==> config.mk <==
export PLATFORM = sky130hd
export DESIGN_NAME = cordic_integer_square_root
export DESIGN_NICKNAME = d
export VERILOG_FILES = /design/src/sv/csqrt_pkg.sv /design/src/sv/csqrt_norm.sv /design/src/sv/csqrt_cell.sv /design/src/sv/csqrt_final.sv /design/src/sv/cordic_integer_square_root.sv
export SDC_FILE = /design/constraint.sdc
export NUM_CORES = 2
export LEC_CHECK = 0
export ABC_AREA = 1
export BUFFER_PORTS_ARGS = -buffer_cell sky130_fd_sc_hd__buf_2
export CAP_MARGIN = 10
export CORE_MARGIN = 10
export CORE_UTILIZATION = 55
export CTS_CLUSTER_DIAMETER = 150
export CTS_CLUSTER_SIZE = 8
export DETAILED_ROUTE_END_ITERATION = 12
export PLACE_DENSITY = 0.83
export SYNTH_ARGS = -nofsm -noshare
export SYNTH_HDL_FRONTEND = slang
export SYNTH_SLANG_ARGS = --single-unit
==> constraint.sdc <==
create_clock -name clk -period 55.7 [get_ports clk]
set_clock_uncertainty 0.05 [all_clocks]
set_input_delay 11.14 -clock clk [delete_from_list [all_inputs] [get_ports clk]]
set_output_delay 11.14 -clock clk [all_outputs]
set_load 0.01 [all_outputs]
==> src/sv/csqrt_pkg.sv <==
// Package for the CORDIC integer square root block.
// Holds the datapath widths, the reset offset and the cell schedule functions.
// Used by every module of the block; depends on nothing.
`default_nettype none

package csqrt_pkg;

    localparam int RADICAND_W   = 32;
    localparam int ROOT_W       = 16;
    localparam int LZ_W         = 5;
    localparam int HALF_E_W     = 4;
    localparam int FRAC_BITS    = 32;
    localparam int FIRST_REPEAT = 4;
    localparam int MAX_ITER     = 16;
    localparam int DEF_ITER     = 8;

    localparam logic [RADICAND_W-1:0] OFFSET_RESET = 32'hBAA11C87;

    // Mantissa plus parity shift is 33 bits; the sum with the offset and the
    // CORDIC growth over sixteen iterations stay inside 37 signed bits.
    localparam int P_W  = RADICAND_W + 1;
    localparam int XW   = 37;
    // After the smallest denormalizing shift the root fits in this many bits.
    localparam int MIN_SHIFT = FRAC_BITS - 15;
    localparam int XSW  = XW - MIN_SHIFT;
    localparam int SQ_W = 2 * XSW;

    typedef struct packed {
        logic [RADICAND_W-1:0] radicand;
        logic [HALF_E_W-1:0]   half_e;
        logic                  zero;
    } side_t;

    // Number of rotation cells, counting the repeated iterations.
    function automatic int num_cells(int iters);
        int n;
        int rep;
        n   = 0;
        rep = FIRST_REPEAT;
        for (int i = 1; i <= MAX_ITER; i++) begin
            if (i <= iters) begin
                n++;
                if (i == rep) begin
                    n++;
                    rep = 3 * rep + 1;
                end
            end
        end
        return n;
    endfunction

    // Shift amount of the cell at position idx in the chain.
    function automatic int cell_shift(int iters, int idx);
        int n;
        int rep;
        int s;
        n   = 0;
        rep = FIRST_REPEAT;
        s   = 1;
        for (int i = 1; i <= MAX_ITER; i++) begin
            if (i <= iters) begin
                if (n == idx) begin
                    s = i;
                end
                n++;
                if (i == rep) begin
                    if (n == idx) begin
                        s = i;
                    end
                    n++;
                    rep = 3 * rep + 1;
                end
            end
        end
        return s;
    endfunction

endpackage

`default_nettype wire

==> src/sv/csqrt_norm.sv <==
// Front end of the square root pipeline: leading-zero count, normalization
// and the starting x and y of the rotation chain. Two register stages.
// Depends on csqrt_pkg.
`default_nettype none

module csqrt_norm
    import csqrt_pkg::*;
(
    input  wire logic                  clk,
    input  wire logic                  rst_n,
    input  wire logic                  en,
    input  wire logic                  in_valid,
    input  wire logic [RADICAND_W-1:0] radicand,
    input  wire logic [RADICAND_W-1:0] offset,
    output logic                       out_valid,
    output logic signed [XW-1:0]       out_x,
    output logic signed [XW-1:0]       out_y,
    output side_t                      out_side
);

    logic                  v1_reg;
    logic [RADICAND_W-1:0] r1_reg;
    logic [LZ_W-1:0]       lz1_reg;
    logic                  z1_reg;
    logic [LZ_W-1:0]       lz_next;

    logic                  v2_reg;
    logic signed [XW-1:0]  x2_reg;
    logic signed [XW-1:0]  y2_reg;
    side_t                 s2_reg;

    logic [RADICAND_W-1:0] mant;
    logic [LZ_W-1:0]       e;
    logic [P_W-1:0]        p;
    logic [XW-1:0]         px;
    logic [XW-1:0]         kx;

    // The highest set bit wins, as the last assignment of the loop.
    always_comb
    begin
        lz_next = '0;
        for (int i = 0; i < RADICAND_W; i++) begin
            if (radicand[i]) begin
                lz_next = LZ_W'(RADICAND_W - 1 - i);
            end
        end
    end

    always_comb
    begin
        mant = r1_reg << lz1_reg;
        e    = LZ_W'(RADICAND_W - 1) - lz1_reg;
        p    = {1'b0, mant} << e[0];
        px   = {{(XW - P_W){1'b0}}, p};
        kx   = {{(XW - RADICAND_W){1'b0}}, offset};
    end

    always_ff @(posedge clk or negedge rst_n)
    begin
        if (!rst_n) begin
            v1_reg <= 1'b0;
            v2_reg <= 1'b0;
        end else if (en) begin
            v1_reg <= in_valid;
            v2_reg <= v1_reg;
        end
    end

    always_ff @(posedge clk)
    begin
        if (en) begin
            r1_reg          <= radicand;
            lz1_reg         <= lz_next;
            z1_reg          <= (radicand == '0);
            x2_reg          <= $signed(px + kx);
            y2_reg          <= $signed(px - kx);
            s2_reg.radicand <= r1_reg;
            s2_reg.half_e   <= e[LZ_W-1:1];
            s2_reg.zero     <= z1_reg;
        end
    end

    assign out_valid = v2_reg;
    assign out_x     = x2_reg;
    assign out_y     = y2_reg;
    assign out_side  = s2_reg;

endmodule

`default_nettype wire

==> src/sv/csqrt_cell.sv <==
// One hyperbolic CORDIC rotation cell with a fixed shift amount.
// Registers x, y and the side data of the item passing through it.
// Depends on csqrt_pkg.
`default_nettype none

module csqrt_cell
    import csqrt_pkg::*;
#(
    parameter int SHIFT = 1
)
(
    input  wire logic                 clk,
    input  wire logic                 rst_n,
    input  wire logic                 en,
    input  wire logic                 in_valid,
    input  wire logic signed [XW-1:0] in_x,
    input  wire logic signed [XW-1:0] in_y,
    input  wire side_t                in_side,
    output logic                      out_valid,
    output logic signed [XW-1:0]      out_x,
    output logic signed [XW-1:0]      out_y,
    output side_t                     out_side
);

    logic                 valid_reg;
    logic signed [XW-1:0] x_reg;
    logic signed [XW-1:0] y_reg;
    side_t                side_reg;
    logic signed [XW-1:0] dx;
    logic signed [XW-1:0] dy;
    logic signed [XW-1:0] x_next;
    logic signed [XW-1:0] y_next;

    // Direction follows the sign of y; both updates use the old x and y.
    always_comb
    begin
        dx = in_y >>> SHIFT;
        dy = in_x >>> SHIFT;
        if (in_y[XW-1]) begin
            x_next = in_x + dx;
            y_next = in_y + dy;
        end else begin
            x_next = in_x - dx;
            y_next = in_y - dy;
        end
    end

    always_ff @(posedge clk or negedge rst_n)
    begin
        if (!rst_n) begin
            valid_reg <= 1'b0;
        end else if (en) begin
            valid_reg <= in_valid;
        end
    end

    always_ff @(posedge clk)
    begin
        if (en) begin
            x_reg    <= x_next;
            y_reg    <= y_next;
            side_reg <= in_side;
        end
    end

    assign out_valid = valid_reg;
    assign out_x     = x_reg;
    assign out_y     = y_reg;
    assign out_side  = side_reg;

endmodule

`default_nettype wire

==> src/sv/csqrt_final.sv <==
// Back end of the square root pipeline: denormalizing shift, squaring and
// the correction by one. Two register stages, then the compare.
// Depends on csqrt_pkg.
`default_nettype none

module csqrt_final
    import csqrt_pkg::*;
(
    input  wire logic                 clk,
    input  wire logic                 rst_n,
    input  wire logic                 en,
    input  wire logic                 in_valid,
    input  wire logic signed [XW-1:0] in_x,
    input  wire side_t                in_side,
    output logic                      out_valid,
    output logic [ROOT_W-1:0]         out_root
);

    logic                   v1_reg;
    logic signed [XSW-1:0]  xs1_reg;
    side_t                  s1_reg;

    logic                   v2_reg;
    logic signed [XSW-1:0]  xs2_reg;
    logic signed [SQ_W-1:0] sq2_reg;
    side_t                  s2_reg;

    logic [5:0]             sh;
    logic signed [XW-1:0]   shifted;
    logic signed [SQ_W-1:0] rad_wide;
    logic                   dec;

    always_comb
    begin
        sh      = 6'(FRAC_BITS) - {2'b00, in_side.half_e};
        shifted = in_x >>> sh;
    end

    always_ff @(posedge clk or negedge rst_n)
    begin
        if (!rst_n) begin
            v1_reg <= 1'b0;
            v2_reg <= 1'b0;
        end else if (en) begin
            v1_reg <= in_valid;
            v2_reg <= v1_reg;
        end
    end

    always_ff @(posedge clk)
    begin
        if (en) begin
            xs1_reg <= shifted[XSW-1:0];
            s1_reg  <= in_side;
            xs2_reg <= xs1_reg;
            sq2_reg <= xs1_reg * xs1_reg;
            s2_reg  <= s1_reg;
        end
    end

    // Step back by one when the candidate squared exceeds the radicand.
    always_comb
    begin
        rad_wide = $signed({{(SQ_W - RADICAND_W){1'b0}}, s2_reg.radicand});
        dec      = (rad_wide < sq2_reg);
        if (s2_reg.zero) begin
            out_root = '0;
        end else begin
            out_root = xs2_reg[ROOT_W-1:0] - ROOT_W'(dec);
        end
    end

    assign out_valid = v2_reg;

endmodule

`default_nettype wire

==> src/sv/cordic_integer_square_root.sv <==
// Integer square root of a 32-bit unsigned radicand by hyperbolic CORDIC.
// Top level: configuration register, pipeline assembly and output skid stage.
// Depends on csqrt_pkg, csqrt_norm, csqrt_cell and csqrt_final.
//
// The block takes one radicand per cycle while radicand_stall is low and
// returns its 16-bit root, the floor of the square root when start_offset
// matches ITERATIONS (the reset value suits eight). Results come out in order.
// An accepted radicand passes through csqrt_norm, the rotation chain, where
// each iteration has a cell and each repeated iteration (4 and 13) one more,
// csqrt_final and the output register. A two-entry output stage lets the
// pipeline keep taking radicands while a root waits; the input stalls only
// when both entries hold roots that have not been taken. The user must write
// start_offset only while no item is in flight; the block does not enforce it.
`default_nettype none

module cordic_integer_square_root
    import csqrt_pkg::*;
#(
    parameter int ITERATIONS = DEF_ITER
)
(
    input  wire logic                  clk,
    input  wire logic                  rst_n,
    input  wire logic                  start_offset_wr_en,
    input  wire logic [RADICAND_W-1:0] start_offset_wr_data,
    input  wire logic                  radicand_valid,
    output logic                       radicand_stall,
    input  wire logic [RADICAND_W-1:0] radicand,
    output logic                       root_valid,
    input  wire logic                  root_stall,
    output logic [ROOT_W-1:0]          root
);

    localparam int NCELLS = num_cells(ITERATIONS);

    logic [RADICAND_W-1:0] start_offset_reg;
    logic                  en;

    logic                  chain_valid [NCELLS+1];
    logic signed [XW-1:0]  chain_x     [NCELLS+1];
    logic signed [XW-1:0]  chain_y     [NCELLS+1];
    side_t                 chain_side  [NCELLS+1];

    logic                  res_valid;
    logic [ROOT_W-1:0]     res_root;

    logic                  out_valid_reg;
    logic [ROOT_W-1:0]     out_root_reg;
    logic                  skid_full_reg;
    logic [ROOT_W-1:0]     skid_root_reg;
    logic                  out_pop;
    logic                  incoming;

    always_ff @(posedge clk or negedge rst_n)
    begin
        if (!rst_n) begin
            start_offset_reg <= OFFSET_RESET;
        end else if (start_offset_wr_en) begin
            start_offset_reg <= start_offset_wr_data;
        end
    end

    // The whole pipeline moves together unless the skid entry is occupied.
    assign en             = !skid_full_reg;
    assign radicand_stall = skid_full_reg;

    csqrt_norm u_norm (
        .clk       (clk),
        .rst_n     (rst_n),
        .en        (en),
        .in_valid  (radicand_valid),
        .radicand  (radicand),
        .offset    (start_offset_reg),
        .out_valid (chain_valid[0]),
        .out_x     (chain_x[0]),
        .out_y     (chain_y[0]),
        .out_side  (chain_side[0])
    );

    for (genvar j = 0; j < NCELLS; j++) begin : g_cell
        csqrt_cell #(
            .SHIFT (cell_shift(ITERATIONS, j))
        ) u_cell (
            .clk       (clk),
            .rst_n     (rst_n),
            .en        (en),
            .in_valid  (chain_valid[j]),
            .in_x      (chain_x[j]),
            .in_y      (chain_y[j]),
            .in_side   (chain_side[j]),
            .out_valid (chain_valid[j+1]),
            .out_x     (chain_x[j+1]),
            .out_y     (chain_y[j+1]),
            .out_side  (chain_side[j+1])
        );
    end

    csqrt_final u_final (
        .clk       (clk),
        .rst_n     (rst_n),
        .en        (en),
        .in_valid  (chain_valid[NCELLS]),
        .in_x      (chain_x[NCELLS]),
        .in_side   (chain_side[NCELLS]),
        .out_valid (res_valid),
        .out_root  (res_root)
    );

    assign out_pop  = out_valid_reg && !root_stall;
    assign incoming = en && res_valid;

    always_ff @(posedge clk or negedge rst_n)
    begin
        if (!rst_n) begin
            out_valid_reg <= 1'b0;
            skid_full_reg <= 1'b0;
        end else if (skid_full_reg) begin
            if (out_pop) begin
                skid_full_reg <= 1'b0;
            end
        end else if (incoming) begin
            if (out_valid_reg && !out_pop) begin
                skid_full_reg <= 1'b1;
            end else begin
                out_valid_reg <= 1'b1;
            end
        end else if (out_pop) begin
            out_valid_reg <= 1'b0;
        end
    end

    always_ff @(posedge clk)
    begin
        if (skid_full_reg) begin
            if (out_pop) begin
                out_root_reg <= skid_root_reg;
            end
        end else if (incoming) begin
            if (out_valid_reg && !out_pop) begin
                skid_root_reg <= res_root;
            end else begin
                out_root_reg <= res_root;
            end
        end
    end

    assign root_valid = out_valid_reg;
    assign root       = out_root_reg;

endmodule

`default_nettype wire

Word-level counts from Yosys, hierarchy flattened
Index checks and enable logic that the tools add are counted.
{"block": "op_classes", "n_addsub": 39, "n_mul": 1, "n_div": 0, "order_cmp": 1, "n_eq_ne": 3, "shifts": 3, "n_mux": 60, "bitwise": 1, "n_reduce_logical": 16}
{"cell": "37-bit 2-to-1 mux", "n": 17}
{"cell": "37-bit by 33-bit adder with 37-bit output", "n": 4}
{"cell": "37-bit by 33-bit subtractor with 37-bit output", "n": 4}
{"cell": "16-bit 2-to-1 mux", "n": 5}
{"cell": "5-bit 2-to-1 mux", "n": 16}
{"cell": "37-bit by 30-bit adder with 37-bit output", "n": 2}
{"cell": "37-bit by 31-bit adder with 37-bit output", "n": 2}
{"cell": "37-bit by 32-bit adder with 37-bit output", "n": 2}
{"cell": "37-bit by 34-bit adder with 37-bit output", "n": 2}
{"cell": "37-bit by 35-bit adder with 37-bit output", "n": 2}
{"cell": "37-bit by 30-bit subtractor with 37-bit output", "n": 2}
{"cell": "37-bit by 31-bit subtractor with 37-bit output", "n": 2}
{"cell": "37-bit by 32-bit subtractor with 37-bit output", "n": 2}
{"cell": "37-bit by 34-bit subtractor with 37-bit output", "n": 2}
{"cell": "37-bit by 35-bit subtractor with 37-bit output", "n": 2}
{"cell": "33-bit by 40-bit less-than comparator with 1-bit output", "n": 1}
{"cell": "20-bit by 20-bit multiplier with 40-bit output", "n": 1}
{"cell": "37-bit by 29-bit adder with 37-bit output", "n": 1}
{"cell": "37-bit by 6-bit >>> shifter with 20-bit output", "n": 1}
{"cell": "37-bit by 29-bit subtractor with 37-bit output", "n": 1}
{"cell": "35-bit by 33-bit adder with 36-bit output", "n": 1}
{"cell": "35-bit by 33-bit subtractor with 36-bit output", "n": 1}
{"cell": "34-bit by 34-bit adder with 35-bit output", "n": 1}
{"cell": "34-bit by 34-bit subtractor with 35-bit output", "n": 1}
{"cell": "23 further kinds", "n": 49}
{"block": "word_totals", "register_bits": 1326, "latchBits": 0, "ramBits": 0, "rom_bits": 0, "in_bits": 69, "out_inout_bits": 18, "elab_cells": 205, "n_memories": 0}

Longest topological paths before layout
{"block": "depth", "ltp_word": 31, "depth_mapped": 33, "mapped_depth_nobuf": 33}

Hierarchy
Synthesis repeated with hierarchy kept, for this count alone.
{"block": "unflattened", "cells_unflattened": 17816, "area_unflattened_um2": 129041.3}
{"mod": "csqrt_final", "n_inst": 1, "cells_each": 2644, "area_each_um2": 22197.5, "seq_area_each_um2": 4254.1}
{"mod": "csqrt_cell (g_cell[3].u_cell ...)", "n_inst": 2, "cells_each": 1493, "area_each_um2": 10234.8, "seq_area_each_um2": 3358.2}
{"mod": "csqrt_cell (g_cell[1].u_cell)", "n_inst": 1, "cells_each": 1568, "area_each_um2": 10680.2, "seq_area_each_um2": 3358.2}
{"mod": "csqrt_cell (g_cell[0].u_cell)", "n_inst": 1, "cells_each": 1558, "area_each_um2": 10666.5, "seq_area_each_um2": 3358.2}
{"mod": "csqrt_cell (g_cell[7].u_cell)", "n_inst": 1, "cells_each": 1544, "area_each_um2": 10588.9, "seq_area_each_um2": 3358.2}
{"mod": "csqrt_cell (g_cell[6].u_cell)", "n_inst": 1, "cells_each": 1516, "area_each_um2": 10511.3, "seq_area_each_um2": 3358.2}
{"mod": "csqrt_cell (g_cell[2].u_cell)", "n_inst": 1, "cells_each": 1511, "area_each_um2": 10420.0, "seq_area_each_um2": 3358.2}
{"mod": "csqrt_cell (g_cell[8].u_cell)", "n_inst": 1, "cells_each": 1502, "area_each_um2": 10411.2, "seq_area_each_um2": 3358.2}
{"mod": "csqrt_cell (g_cell[5].u_cell)", "n_inst": 1, "cells_each": 1542, "area_each_um2": 10391.2, "seq_area_each_um2": 3358.2}
{"mod": "csqrt_norm", "n_inst": 1, "cells_each": 1206, "area_each_um2": 10129.7, "seq_area_each_um2": 4314.1}
{"mod": "cordic_integer_square_root", "n_inst": 1, "cells_each": 239, "area_each_um2": 2575.0, "seq_area_each_um2": 1830.5}

Least setup slack after synthesis
OpenSTA, ideal clock, no wires.
{"block": "synth_timing", "path_kind": "reg2reg", "start": "register skid_full_reg (netlist: radicand_stall)", "end": "register g_cell[0].u_cell.side_reg, in the netlist g_cell[0].u_cell.out_side[0] (enable)", "setup_time_ps": 2079, "arrival_ps": 33881, "t_required_ps": 53571, "slack_ps": 19690, "stages_incl_launch_ff": 3, "n_path_buf": 1, "synth_period_minus_slack_ps": 36010, "cell_sequence": "dfrtp_1 > inv_1 > clkbuf_1"}
{"item": "start, declared", "line": "cordic_integer_square_root.sv:49", "source": "logic skid_full_reg;"}
{"item": "start signal, assigned", "line": "cordic_integer_square_root.sv:116", "source": "skid_full_reg <= 1'b0;"}
{"item": "start signal, assigned", "line": "cordic_integer_square_root.sv:119", "source": "skid_full_reg <= 1'b0;"}
{"item": "start signal, assigned", "line": "cordic_integer_square_root.sv:123", "source": "skid_full_reg <= 1'b1;"}
{"item": "end signal, assigned", "line": "csqrt_cell.sv:62", "source": "side_reg <= in_side;"}
{"item": "end, declared", "line": "csqrt_cell.sv:28", "source": "side_t side_reg;"}
No word-level cell between the ends.

Final worst setup path
{"block": "layout_timing", "start": "register skid_full_reg (netlist: radicand_stall)", "end": "output radicand_stall"}
{"item": "end, declared", "line": "cordic_integer_square_root.sv:27", "source": "output logic radicand_stall,"}
No word-level cell between the ends.

==> results.toml <==
[global_routing]
grt_start_max_net_pins = 133
track_usage_pct = 25.3
use_met1_pct = 32.4
grt_pass1_wl_mm = 423
grt_use_met2_pct = 43.6
grt_util_met3_pct = 3.81
antenna_found_initial = 0
first_global_vias = 79700
grt_remaining_overflow = 0
busiest_layer = "met2"

[sta]
finalSetupViolCount = 0
min_period_ps = 13310
slew_viol_final = 0
finalSetupTns_ps = 0
slew_headroom_pct = 24.0
hold_viol = 0
whs_ps = 307
rsz0062_at_grt = "false"
post-route-period-util_pct = 23.9
worstMarginPinSlew_ps = 1140
max_freq_mhz = 75.1

[final_layout]
final_nets = 12700
nFillCells = 15500
n_antenna_cell = 0
fin_util_pct = 59.7
layout_common_cells = "1989 x nand2_1, 1506 x inv_1, 1265 x edfxtp_1, 980 x a21oi_1, 909 x nor2_1"
final_layout_size_suffix_gt1_share_pct = 4.51
area_growth_pct = 8.17
largest_reg_flops = 333
final_common_cell = "nand2_1"
fin_cells = 13900

[critical_path]
critPathRequiredTime_ps = 44510
critPathBufInv = 1
rr_startpoint = "u_final.xs1_reg[11]"
cp-startpoint = "radicand_stall"
worstPathMaxFanout = 32
worstPathCellList = "buf_2"
path_delay_family = "flip-flops"
crit_slowest_cell = "dfrtp_1"
crit_arrival_ps = 2120
end_kind = "primary output"
cpPeakStageDelay_ps = 1000
crit_type = "flop to primary output"
start_kind = "flop"

[placement]
dp_hpwl_mm = 204
io_buffers = 86
place_congestion = 0.998
dp_cells = 13700

[synthesis]
syn_area_mm2 = 0.102
ys_ff_latch = 1312
syn_area_per_cell_um2 = 9.06
yosys_warnings = 0
ys_seq_area_share_pct = 38.4
synthFlopType = "edfxtp_1"
synth_top_area_share_pct = 37.2
synth_area_leaders = "edfxtp_1 37%, ha_1 10%, fa_1 7.8%"
yosysUniqueCellTypes = 82
synth-edff-count = 1265
yosys.area.top_type = "edfxtp_1"
syn_nets = 12600
async_flop_share_pct = 3.58
netlist_instances = 11300

[floorplanning]
num_rows = 158
die_w_um = 451
die_area_mm2 = 0.203
core_mm2 = 0.185
die_h_um = 451
start_util_pct = 55.2
ios = 87

[clocking]
cts_buffers = 181
clk_pin_slew_ps = 50
cts_max_path_buffers = 3
htree_levels = 4
cts_root_buf = "clkbuf_16"
hold_buffers = 0
clock_latency_ps = 870
clock_sinks = 1312
cts_tree = "yes"
post-cts-setup-buffers = 0
cts_resized = 0

[routing]
wl_mm = 264
vias = 79900
drtIter0Drc = 7033
via_per_inst = 5.74
dr.pass1.iters = 7
postRouteAntennaNets = 0
drc = 0
wire_per_inst_um = 19.0

[flow_run]
cap_violations = 0

[min_path]
min_path_type = "flop to flop"
holdCritStartpoint = "g_cell[6].u_cell.out_side[35]"

[status]
status = "finished clean"
[synth_stat cells (36+ instances only)]
library cell and n:
a21oi_1 980, a31oi_1 110, clkbuf_1 180, edfxtp_1 1265, fa_1 400, ha_1 829, inv_1 1507, nand2_1 1989
nand3_1 349, nand4_1 94, nor2_1 909, nor3_1 149, nor4_1 54, o211ai_1 44, o21ai_0 597, o21ai_1 60
o31ai_1 36, xnor2_1 473, xor2_1 745
[logic make-up after synthesis]
kind of cell / Yosys count / synth area share (%)
DFF: 1312 / 38.4
muxes: 16 / 0.158
buffers and inverters: 1722 / 6.35
other: 2 / 0.00736
and+or+nand+nor: 3658 / 15.0
adders and majority gates: 1229 / 18.0
AOI/OAI and AO/OA: 2111 / 11.6
xor gates and xnor gates: 1218 / 10.5
[worst register-to-register path, stage by stage (launching register included)]
cell and delay (ps):
edfxtp_1 1100, nand2_1 250, fa_1 630, inv_1 70
fa_1 480, fa_1 600, fa_1 450, fa_1 470
fa_1 490, inv_1 50, fa_1 510, inv_1 60
ha_1 400, a21oi_1 370, inv_1 70, a31oi_1 230
o211ai_1 170, a21oi_1 460, inv_1 160, a31oi_1 380
o21ai_0 260, a21boi_0 350, o21bai_1 110, a21oi_1 200
xnor2_1 100
[path summary, 6_finish.rpt]
kind | to | slack (ps) | cells after the start
setup / recovery | radicand_stall | 42390 | 1
hold / removal | g_cell[7].u_cell.out_side[35] | 310 | 0
setup reg to reg | u_final.sq2_reg[38] | 46990 | 24
hold reg to reg | g_cell[7].u_cell.out_side[35] | 310 | 0
max in group asynchronous | start_offset_reg[3] | 44600 | 2
min in group asynchronous | start_offset_reg[13] | 10410 | 2
[routing by layer]
metal,vias up,routed length [um]
met3,741,15800
met5,-,0
met1,38000,110000
met4,0,10200
li1,38200,-
met2,3015,128000
[layout make-up]
class	instances	area, um^2	area share (%)
well taps	2480	3100	2.81
clock buffers	210	4640	4.20
flip-flops and latches	1312	39200	35.5
multi-input cells	8234	56400	51.1
clock inverters	15	440	0.399
inverters	1516	5700	5.16
repair buffers	149	923	0.836
[stage by stage]
step | cell area, um^2 | worst slack [ps]
global placement | 105000 | 42320
global route | 110000 | 42250
floorplan | 102000 | 19690
CTS | 110000 | 42330
detailed placement | 105000 | 42460
finish | 110000 | 42390
Power is not shown: default switching activity piles up to over one toggle a cycle in this logic, so the estimate is an artifact.
